===== config.mk =====
export PLATFORM = sky130hd
export DESIGN_NAME = kmp_substring_search
export DESIGN_NICKNAME = d
export VERILOG_FILES = /design/src/sv/kmp_pkg.sv /design/src/sv/kmp_substring_search.sv
export VERILOG_INCLUDE_DIRS = /design/src /design/src/sv
export SDC_FILE = /design/constraint.sdc
export NUM_CORES = 1
export LEC_CHECK = 0
export BUFFER_PORTS_ARGS = -buffer_cell sky130_fd_sc_hd__buf_4
export CAP_MARGIN = 10
export CORE_AREA = 2 2 188 190
export CTS_CLUSTER_DIAMETER = 30
export DETAILED_ROUTE_END_ITERATION = 8
export DIE_AREA = 0 0 190 192
export PLACE_DENSITY = 0.74
export RECOVER_POWER = 100
export SYNTH_ARGS = -nofsm -noshare
export SYNTH_HDL_FRONTEND = slang
export SYNTH_SLANG_ARGS = --single-unit

===== constraint.sdc =====
create_clock -name clk -period 9.89 [get_ports clk]
set_clock_uncertainty 0.15 [all_clocks]
set_input_delay 1.978 -clock clk [delete_from_list [all_inputs] [get_ports clk]]
set_output_delay 1.978 -clock clk [all_outputs]
set_load 0.05 [all_outputs]

===== src/sv/kmp_substring_search_assert.svh =====
// Assertion macros for the substring search block.
`ifndef KMP_SUBSTRING_SEARCH_ASSERT_SVH
`define KMP_SUBSTRING_SEARCH_ASSERT_SVH

`ifndef SYNTHESIS
`define KMP_ASSERT(label, prop) \
    label: assert property (@(posedge clk) disable iff (!rst_n) prop) \
        else $error("assertion failed in kmp_substring_search");
`define KMP_ASSERT_ALWAYS(label, prop) \
    label: assert property (@(posedge clk) prop) \
        else $error("assertion failed in kmp_substring_search");
`else
`define KMP_ASSERT(label, prop)
`define KMP_ASSERT_ALWAYS(label, prop)
`endif

`endif


===== src/sv/kmp_pkg.sv =====
package kmp_pkg;

    localparam int MAX_PATTERN     = 32;
    localparam int TEXT_INDEX_BITS = 16;
    localparam int POS_W           = 16;
    localparam int PTR_W           = (MAX_PATTERN > 1) ? $clog2(MAX_PATTERN) : 1;
    localparam int LEN_W           = $clog2(MAX_PATTERN + 1);
    localparam int CALC_BASE_W     = (TEXT_INDEX_BITS > POS_W) ? TEXT_INDEX_BITS : POS_W;
    localparam int CALC_W          = ((CALC_BASE_W > LEN_W) ? CALC_BASE_W : LEN_W) + 1;

    typedef logic [PTR_W-1:0]           ptr_t;
    typedef logic [LEN_W-1:0]           len_t;
    typedef logic [TEXT_INDEX_BITS-1:0] tidx_t;
    typedef logic [CALC_W-1:0]          calc_t;

    typedef enum logic
    {
        CMD_PATTERN = 1'b0,
        CMD_TEXT    = 1'b1
    } cmd_t;

    typedef enum logic
    {
        ST_IDLE = 1'b0,
        ST_STEP = 1'b1
    } state_t;

    typedef struct packed
    {
        cmd_t       cmd;
        logic [7:0] ch;
        logic       first;
        logic       last;
    } item_t;

    typedef struct packed
    {
        logic             found;
        logic [POS_W-1:0] position;
    } result_t;

endpackage


===== src/sv/kmp_substring_search.sv =====
// Streaming Knuth-Morris-Pratt search. Pattern bytes (cmd pattern) build the stored pattern and
// its failure table one byte at a time; text bytes (cmd text) advance the matcher, and the first
// full match gives one result with found set and the zero-based start position, while a byte
// marked last that ends the text without a match gives found clear; with an empty pattern the
// first text byte gives found at position zero. An accepted item then needs one character
// compare plus one for each failure-table fallback for that byte; pattern bytes that start or
// overflow the pattern, and text bytes after a result, need none. The compare loop reads the
// pattern and failure memories through registered read ports, and no new item is taken until
// the last one is through. A result waiting in the output register does not block the next
// transaction unless that transaction produces a result of its own.
`include "kmp_substring_search_assert.svh"

module kmp_substring_search
(
    input  logic            clk,
    input  logic            rst_n,
    input  logic            item_valid,
    output logic            item_stall,
    input  kmp_pkg::item_t   item,
    output logic            result_valid,
    input  logic            result_stall,
    output kmp_pkg::result_t result
);

    kmp_pkg::state_t  state_reg, state_next;
    kmp_pkg::item_t   cur_reg, cur_next;
    kmp_pkg::ptr_t    k_reg, k_next;
    kmp_pkg::len_t    len_reg, len_next;
    kmp_pkg::ptr_t    bpc_reg, bpc_next;
    kmp_pkg::len_t    mc_reg, mc_next;
    kmp_pkg::tidx_t   tidx_reg, tidx_next;
    logic             done_reg, done_next;
    kmp_pkg::result_t result_reg, result_next;
    logic             result_valid_reg, result_valid_next;

    logic [7:0]    pat_mem [kmp_pkg::MAX_PATTERN];
    kmp_pkg::ptr_t fail_mem [kmp_pkg::MAX_PATTERN];
    logic [7:0]    pat_rdata_reg;
    kmp_pkg::ptr_t fail_rdata_reg;

    logic          pat_we;
    kmp_pkg::ptr_t pat_waddr;
    logic [7:0]    pat_wdata;
    logic          fail_we;
    kmp_pkg::ptr_t fail_waddr;
    kmp_pkg::ptr_t fail_wdata;
    logic          rd_en;
    kmp_pkg::ptr_t rd_addr;
    kmp_pkg::ptr_t fail_raddr;

    logic          accept;
    logic          out_free;
    logic          miss;
    kmp_pkg::len_t len_eff;
    kmp_pkg::ptr_t bpc_eff;
    kmp_pkg::ptr_t k_start;
    kmp_pkg::len_t k_final;
    logic          full_match;
    kmp_pkg::calc_t pos_calc;

    assign item_stall   = (state_reg != kmp_pkg::ST_IDLE);
    assign accept       = item_valid && !item_stall;
    assign out_free     = !result_valid_reg || !result_stall;
    assign result_valid = result_valid_reg;
    assign result       = result_reg;

    assign fail_raddr = rd_addr - kmp_pkg::ptr_t'(1);
    assign miss       = (pat_rdata_reg != cur_reg.ch);
    assign k_final    = kmp_pkg::len_t'(k_reg) + kmp_pkg::len_t'(!miss);
    assign full_match = (k_final >= len_reg);
    assign pos_calc   = kmp_pkg::calc_t'(tidx_reg) + kmp_pkg::calc_t'(1)
                        - kmp_pkg::calc_t'(len_reg);
    assign len_eff    = item.first ? '0 : len_reg;
    assign bpc_eff    = item.first ? '0 : bpc_reg;
    assign k_start    = item.first ? '0 : mc_reg[kmp_pkg::PTR_W-1:0];

    always_ff @(posedge clk)
    begin
        if (pat_we)
        begin
            pat_mem[pat_waddr] <= pat_wdata;
        end
        if (fail_we)
        begin
            fail_mem[fail_waddr] <= fail_wdata;
        end
        if (rd_en)
        begin
            pat_rdata_reg  <= pat_mem[rd_addr];
            fail_rdata_reg <= fail_mem[fail_raddr];
        end
    end

    always_comb
    begin
        state_next        = state_reg;
        cur_next          = cur_reg;
        k_next            = k_reg;
        len_next          = len_reg;
        bpc_next          = bpc_reg;
        mc_next           = mc_reg;
        tidx_next         = tidx_reg;
        done_next         = done_reg;
        result_next       = result_reg;
        result_valid_next = result_valid_reg && result_stall;
        pat_we            = 1'b0;
        pat_waddr         = len_eff[kmp_pkg::PTR_W-1:0];
        pat_wdata         = item.ch;
        fail_we           = 1'b0;
        fail_waddr        = len_reg[kmp_pkg::PTR_W-1:0];
        fail_wdata        = k_final[kmp_pkg::PTR_W-1:0];
        rd_en             = 1'b0;
        rd_addr           = k_reg;

        unique case (state_reg)
            kmp_pkg::ST_IDLE:
            begin
                if (accept)
                begin
                    cur_next = item;
                    if (item.cmd == kmp_pkg::CMD_PATTERN)
                    begin
                        mc_next   = '0;
                        tidx_next = '0;
                        done_next = 1'b0;
                        len_next  = len_eff;
                        bpc_next  = bpc_eff;
                        if (len_eff < kmp_pkg::len_t'(kmp_pkg::MAX_PATTERN))
                        begin
                            pat_we = 1'b1;
                            if (len_eff == '0)
                            begin
                                fail_we    = 1'b1;
                                fail_waddr = '0;
                                fail_wdata = '0;
                                bpc_next   = '0;
                                len_next   = kmp_pkg::len_t'(1);
                            end
                            else
                            begin
                                k_next     = bpc_eff;
                                rd_en      = 1'b1;
                                rd_addr    = bpc_eff;
                                state_next = kmp_pkg::ST_STEP;
                            end
                        end
                    end
                    else
                    begin
                        if (item.first)
                        begin
                            mc_next   = '0;
                            tidx_next = '0;
                            done_next = 1'b0;
                        end
                        if (item.first || !done_reg)
                        begin
                            k_next     = k_start;
                            rd_en      = 1'b1;
                            rd_addr    = k_start;
                            state_next = kmp_pkg::ST_STEP;
                        end
                    end
                end
            end

            kmp_pkg::ST_STEP:
            begin
                if (cur_reg.cmd == kmp_pkg::CMD_TEXT && len_reg == '0)
                begin
                    if (out_free)
                    begin
                        result_next.found    = 1'b1;
                        result_next.position = '0;
                        result_valid_next    = 1'b1;
                        done_next            = 1'b1;
                        state_next           = kmp_pkg::ST_IDLE;
                    end
                end
                else if (k_reg != '0 && miss)
                begin
                    k_next  = fail_rdata_reg;
                    rd_en   = 1'b1;
                    rd_addr = fail_rdata_reg;
                end
                else if (cur_reg.cmd == kmp_pkg::CMD_PATTERN)
                begin
                    fail_we    = 1'b1;
                    bpc_next   = k_final[kmp_pkg::PTR_W-1:0];
                    len_next   = len_reg + kmp_pkg::len_t'(1);
                    state_next = kmp_pkg::ST_IDLE;
                end
                else if (out_free || !(full_match || cur_reg.last))
                begin
                    mc_next = k_final;
                    if (tidx_reg != '1)
                    begin
                        tidx_next = tidx_reg + kmp_pkg::tidx_t'(1);
                    end
                    if (full_match)
                    begin
                        result_next.found    = 1'b1;
                        result_next.position = pos_calc[kmp_pkg::POS_W-1:0];
                        result_valid_next    = 1'b1;
                        done_next            = 1'b1;
                    end
                    else if (cur_reg.last)
                    begin
                        result_next.found    = 1'b0;
                        result_next.position = '0;
                        result_valid_next    = 1'b1;
                        done_next            = 1'b1;
                    end
                    state_next = kmp_pkg::ST_IDLE;
                end
            end

            default:
            begin
                state_next = kmp_pkg::ST_IDLE;
            end
        endcase
    end

    always_ff @(posedge clk or negedge rst_n)
    begin
        if (!rst_n)
        begin
            state_reg        <= kmp_pkg::ST_IDLE;
            len_reg          <= '0;
            bpc_reg          <= '0;
            mc_reg           <= '0;
            tidx_reg         <= '0;
            done_reg         <= 1'b0;
            result_valid_reg <= 1'b0;
        end
        else
        begin
            state_reg        <= state_next;
            len_reg          <= len_next;
            bpc_reg          <= bpc_next;
            mc_reg           <= mc_next;
            tidx_reg         <= tidx_next;
            done_reg         <= done_next;
            result_valid_reg <= result_valid_next;
        end
    end

    always_ff @(posedge clk)
    begin
        cur_reg    <= cur_next;
        k_reg      <= k_next;
        result_reg <= result_next;
    end

    `KMP_ASSERT_ALWAYS(a_len_bound,
        !rst_n || (len_reg <= kmp_pkg::len_t'(kmp_pkg::MAX_PATTERN)))
    `KMP_ASSERT(a_match_bound, mc_reg <= len_reg)
    `KMP_ASSERT(a_k_in_pattern,
        (state_reg == kmp_pkg::ST_STEP && len_reg != '0)
        |-> (kmp_pkg::len_t'(k_reg) < len_reg))
    `KMP_ASSERT(a_done_clear,
        $fell(done_reg) |-> $past(item_valid && !item_stall
                                  && (item.first || item.cmd == kmp_pkg::CMD_PATTERN)))

endmodule


# == Word level (Yosys, flattened, before mapping) ==
# Memories as Yosys holds them, arrays and structs flattened. A register that Yosys moved wholly into a read port is not among the register bits.
# Index checks and enable logic that the tools add are counted.
# classes
mul,0
n_eq_ne,18
bitwise_logic,1
add_sub_neg,6
shift,0
reduce_logical,26
n_div,0
n_mux,110
magnitude_cmp,2
# op_table
op,count
two-way mux 5 bit,33
two-way mux 16 bit,8
two-way mux 17 bit,7
two-way mux 6 bit,8
two-way mux 1 bit,45
adder 16 x 1 -> 16 bit (second input constant),2
case mux 16 bit (2 select lines),1
case mux 5 bit (2 select lines),3
inequality test 16 bit (second input constant),1
subtractor 16 x 6 -> 16 bit,1
inequality test 2 bit (second input constant),7
AND reduction 7 bit,2
zero test 6 bit,2
case mux 6 bit (2 select lines),1
AND reduction 6 bit,2
inequality test 3 bit (second input constant),3
inequality test 8 bit,1
case mux 1 bit (2 select lines),4
adder 5 x 1 -> 6 bit,1
adder 6 x 1 -> 6 bit (second input constant),1
>= comparator 6 bit,1
zero test 1 bit,6
less-than comparator 6 bit (second input constant),1
inequality test 2 x 1 -> 1 bit (second input constant),3
11 further kinds,19
# totals
latchBits,0
memories,2
out_inout_bits,19
wordCells,178
rom_bits,0
ramBits,416
ff_bits,67
# mem_list
name,words,word_bits,read_ports,rd_clocked_by_memory_dff,wr,line,source
pat_mem,32,8,1,1,1,kmp_substring_search.sv:36,logic [7:0] pat_mem [kmp_pkg::MAX_PATTERN];
fail_mem,32,5,1,1,1,kmp_substring_search.sv:37,kmp_pkg::ptr_t fail_mem [kmp_pkg::MAX_PATTERN];

# == Logic depth before layout (Yosys ltp) ==
# depth
word_depth,12
ltp_mapped,19
depth_no_buf,16

# == Worst setup path after synthesis ==
# No wires, ideal clock.
# synth_timing
kind,input to register
start,input item[1] (netlist bit)
end,"register fail_rdata_reg[1], read port of fail_mem (data pin)"
setup_ns,0.256
cell_stages,17
t_arrival_ns,4.868
setup_slack_ns,4.616
path_buffers,6
required_time_ns,9.484
cell_sequence,buf_2 nor2_1 a21boi_1 mux2_1 a21oi_1 and3_1 buf_6 buf_6 buf_6 buf_2 ha_1 clkbuf_1 mux4_2 nor2_1 nor2_1 o22ai_1 nor2_1
# synth_via
elab_chain_cells,8
word_cells_on_any_way,19
# synth_rtl
item,line,source
start: declaration,kmp_substring_search.sv:19,"input kmp_pkg::item_t item,"
branches (longest 8 deep; another with less-than comparator 6 bit),--,
end: declaration,kmp_substring_search.sv:39,kmp_pkg::ptr_t fail_rdata_reg;
# Several ways; the timed one is not identified.
# A chain may end at the register's enable or synchronous reset.

# == Worst setup path after layout ==
# layout_timing
start,input item_valid
end,"register pat_rdata_reg[0], read port of pat_mem (data pin)"
# layout_via
elab_chain_cells,3
word_cells_on_any_way,5
# layout_rtl
item,line,source
start: declaration,kmp_substring_search.sv:17,"input logic item_valid,"
logical AND 1 bit *,kmp_substring_search.sv:62,assign accept = item_valid && !item_stall;
two-way mux 5 bit / two-way mux 1 bit (equally long branches),--,
case mux 5 bit (2 select lines) / case mux 1 bit (2 select lines) (equally long branches),--,
end: declaration,kmp_substring_search.sv:38,logic [7:0] pat_rdata_reg;
# Mark *: on every way between the ends. The rest lies on a longest branch, timed or not.

==> flow_metrics.py <==
metrics = {
    "clock_tree": {
        "cts_setup_buffers": 0,
        "cts_inserted_buffers": 91,
        "ctsHtreeMaxLevel": 3,
        "clock-root-buffer": "clkbuf_16",
        "cts_resized": 0,
        "ctsLongestPathBuffers": 3,
        "cts_tree": "yes",
        "numClockSinks": 496,
        "worstSkewPairLatency_ns": 0.61,
        "cts_hold_buffers": 0,
        "clk_pin_slew_worst_paths_ns": 0.05,
    },
    "grt": {
        "grt_start_max_net_pins": 50,
        "antenna_found_initial": 0,
        "global_route_wire_length_before_repair_mm": 77.5,
        "grt_overflow": 0,
        "first_global_vias": 13400,
        "grt_util_all_layers_pct": 28.6,
    },
    "synthesis": {
        "synth_area_um2": 21200,
        "synthDominantCellAreaShare_pct": 64.6,
        "number_of_synthesized_flops_with_an_enable_pin": 456,
        "synth-seq-cells": 496,
        "yosysSeqAreaShare_pct": 69.2,
        "ys.flop_type": "edfxtp_1",
        "synth-adder-area-share_pct": 2.52,
        "synthXorXnorAreaFrac_pct": 1.53,
        "synth_cell_types": 78,
        "synth_top_family_by_area": "simple AND/OR/NAND/NOR gates",
        "syn_area_per_cell_um2": 14.7,
        "yosys-mux-area-fraction_pct": 8.40,
        "fraction_of_the_mapped_netlist_area_in_compound_gates_pct": 6.89,
        "synth_simple_gate_area_share_pct": 8.98,
        "yosys.area.top_type": "edfxtp_1",
        "ys.warnings.count": 0,
        "synth_cells": 1443,
        "postSynth.asyncResetShare_pct": 7.06,
        "synth_top_cells_by_area": "edfxtp_1 65%, mux4_2 4.3%, dfrtp_1 4.1%",
        "postSynthNetCount": 1500,
    },
    "floorplanning": {
        "core_area_um2": 34300,
        "floorplan.initialDensity_pct": 61.8,
        "chipWidth_um": 190,
        "fp.dieH_um": 192,
        "rows": 68,
        "fp.dieArea_um2": 36500,
        "ioPinCount": 34,
    },
    "critical_path": {
        "arrival_ns": 7.81,
        "crit_fanout": 39,
        "timing.setup.critical_path_class": "primary input to flop",
        "critical_path.endpoint_type": "flop",
        "ff2ff_setup_slack_ns": 2.82,
        "critical_path_rt_ns": 10.04,
        "worstSetupStartpoint": "item_valid",
        "crit_path_start_kind": "primary input",
        "crit-reg2reg-launch": "item_stall$_DFF_PN0_",
    },
    "route": {
        "wl_per_cell_um": 24.5,
        "firstDrtPassIters": 6,
        "route.detailed.vias_per_inst": 6.29,
        "ant_nets": 0,
        "routedLengthMet1_mm": 19.1,
        "dr_total_vias": 13000,
        "top_signal_layer_used": "met4",
        "dr.first_iter.drc_count": 1396,
        "met3RoutedLength_mm": 4.01,
        "drcViolationCount": 0,
        "finalWirelength_mm": 50.5,
        "met2_length_mm": 24.9,
    },
    "layout": {
        "seqCellArea_um2": 14700,
        "num-fill-cells": 2120,
        "synthToLayoutAreaGrowth_pct": 17.3,
        "antennaDiodeCount": 0,
        "layout-drive-gt1-share_pct": 15.3,
        "multi_input_logic_area_um2": 5990,
        "largest_register_ffs": 256,
        "finish.net_count": 1587,
    },
    "worst_hold_path": {
        "timing.hold.worst.class": "flop to flop",
        "worstHoldStart": "mc_reg[0]$_DFFE_PN0P_",
    },
    "sta": {
        "post_layout_worst_setup_margin_ns": 2.24,
        "final_max_slew_viol_count": 414,
        "setup_tns_ns": 0,
        "finalHoldViolations": 0,
        "grt_setup_unrepaired": "no",
        "slew_headroom_pct": -77.9,
        "layout_worst_path_cycle_share_pct": 77.4,
        "tightestPinTransition_ns": 2.67,
        "post-route-min-period_ns": 7.65,
        "maxClockFrequency_mhz": 131,
        "timing.final.setup_violations": 0,
    },
    "pwr": {
        "swShare_pct": 36.1,
        "static-leakage-power_nw": 8.76,
        "pwr-share-comb_pct": 36.3,
        "vdd_ir_drop_max_mv": 0.278,
        "power.density_nw_per_um2": 371,
        "share_clk_of_total_power_pct": 34.7,
        "sequentialPowerShare_pct": 29.0,
        "cellInternalPower_mw": 5.89,
        "switching_power_mw": 3.33,
    },
    "outcome": {
        "run_status": "complete, but fails checks",
        "violations": "capacitance limit, slew limit",
    },
    "placed_design": {
        "detailedPlacementHpwl_mm": 30.0,
        "portBuffers": 33,
        "dp_worst_setup_slack_ns": 3.48,
        "gp_congestion": 0.915,
    },
    "job": {
        "drv.max_cap_violation_count": 12,
    },
}
-- power groups by stage --
stage	Sequential, mW	Clock (mW)	Combinational (mW)
final	2.67	3.20	3.35
after global routing	2.68	3.32	3.59
after CTS	2.66	3.22	3.33
after detailed placement	2.69	0	3.27
after global placement	2.69	0	3.20
after floorplan	2.66	0	2.47
-- layout make-up --
class	instances	area share (%)
repair buffers	58	1.07
clock buffers	100	9.51
flip-flops and latches	496	59.0
inverters	38	0.594
multi-input cells	845	24.1
well taps	455	2.29
clock inverters	71	3.36
-- cells in the final DEF, fill, tap and decap left out, drive strengths merged, types with 19 or more instances in the layout --
| cell | count |
|---|---|
| nand3 | 30 |
| ha | 41 |
| mux4 | 40 |
| a21oi | 59 |
| edfxtp | 456 |
| mux2i | 62 |
| nand2 | 122 |
| dfrtp | 35 |
| clkinv | 39 |
| o21ai | 37 |
| nor3 | 26 |
| nor2 | 191 |
| clkbuf | 146 |
| inv | 49 |
| mux2 | 23 |
| xnor2 | 29 |
| o22ai | 19 |
-- synthesized netlist by cell type, drive strengths merged (3+ instances only) --
master,instances
mux2,23
nand2b,8
clkbuf,23
a32oi,14
dfrtp,35
o22ai,19
mux4,40
or4,3
o221ai,14
nand2,122
inv,37
a311oi,3
a211oi,11
and4,3
nand3b,3
a2bb2oi,3
nand4,9
o31ai,5
nor3,26
a22o,8
a31oi,6
ha,41
o21ai,37
edfxtp,456
a211o,3
nor2b,6
nor4,4
and3,3
a2111oi,7
xor2,8
and2,7
a21o,7
xnor2,29
mux2i,62
buf,41
a21oi,59
dfxtp,5
or3,8
nand3,30
nor2,191
-- stage by stage --
step	instance area (µm²)	std cells	hold WS, ns	total power [mW]	utilization (%)
after detailed placement	21800	1891	0.319	5.96	63.7
final	24800	2063	0.327	9.22	72.5
after floorplan	21200	1443	0.292	5.13	-
after global routing	24800	2063	0.367	9.59	72.5
after global placement	21800	1891	0.314	5.89	63.7
after CTS	25000	2062	0.328	9.21	73.0
-- worst max-delay path, cell delays in order --
cell and delay [ns]:
clkbuf_1 0.24, or3b_1 0.42, nor3_1 0.32, o21a_1 0.21, a222oi_1 0.07, and3_1 0.17, buf_4 0.21, inv_4 0.38
clkbuf_1 1.94, nor3_4 0.41, nand2_1 0.20, o221ai_1 0.12, a2111oi_0 0.99, nor3_1 0.10
-- cell families after synthesis --
kind of cell,after synthesis
flops,496
simple gates,428
compound gates,213
mux,125
buf+inv,102
fa+ha+maj,42
xor+xnor,37
-- routing by layer --
layer | up-vias | GRT usage [%]
met2 | 665 | 47.8
met4 | 0 | 13.9
met3 | 193 | 5.77
li1 | 5705 | -
met1 | 6418 | 36.1
met5 | - | 0
-- path summary, 6_finish.rpt --
path,to,cells after the start
worst max-delay path,pat_rdata_reg[0]$_DFFE_PP_,14
worst min-delay path,mc_reg[0]$_DFFE_PN0P_,2
worst max register to register,pat_rdata_reg[0]$_DFFE_PP_,14
worst min register to register,mc_reg[0]$_DFFE_PN0P_,2
max in group asynchronous,mc_reg[1]$_DFFE_PN0P_,1
min in group asynchronous,tidx_reg[11]$_DFFE_PN0P_,1
(Power assumes the default switching activity.)
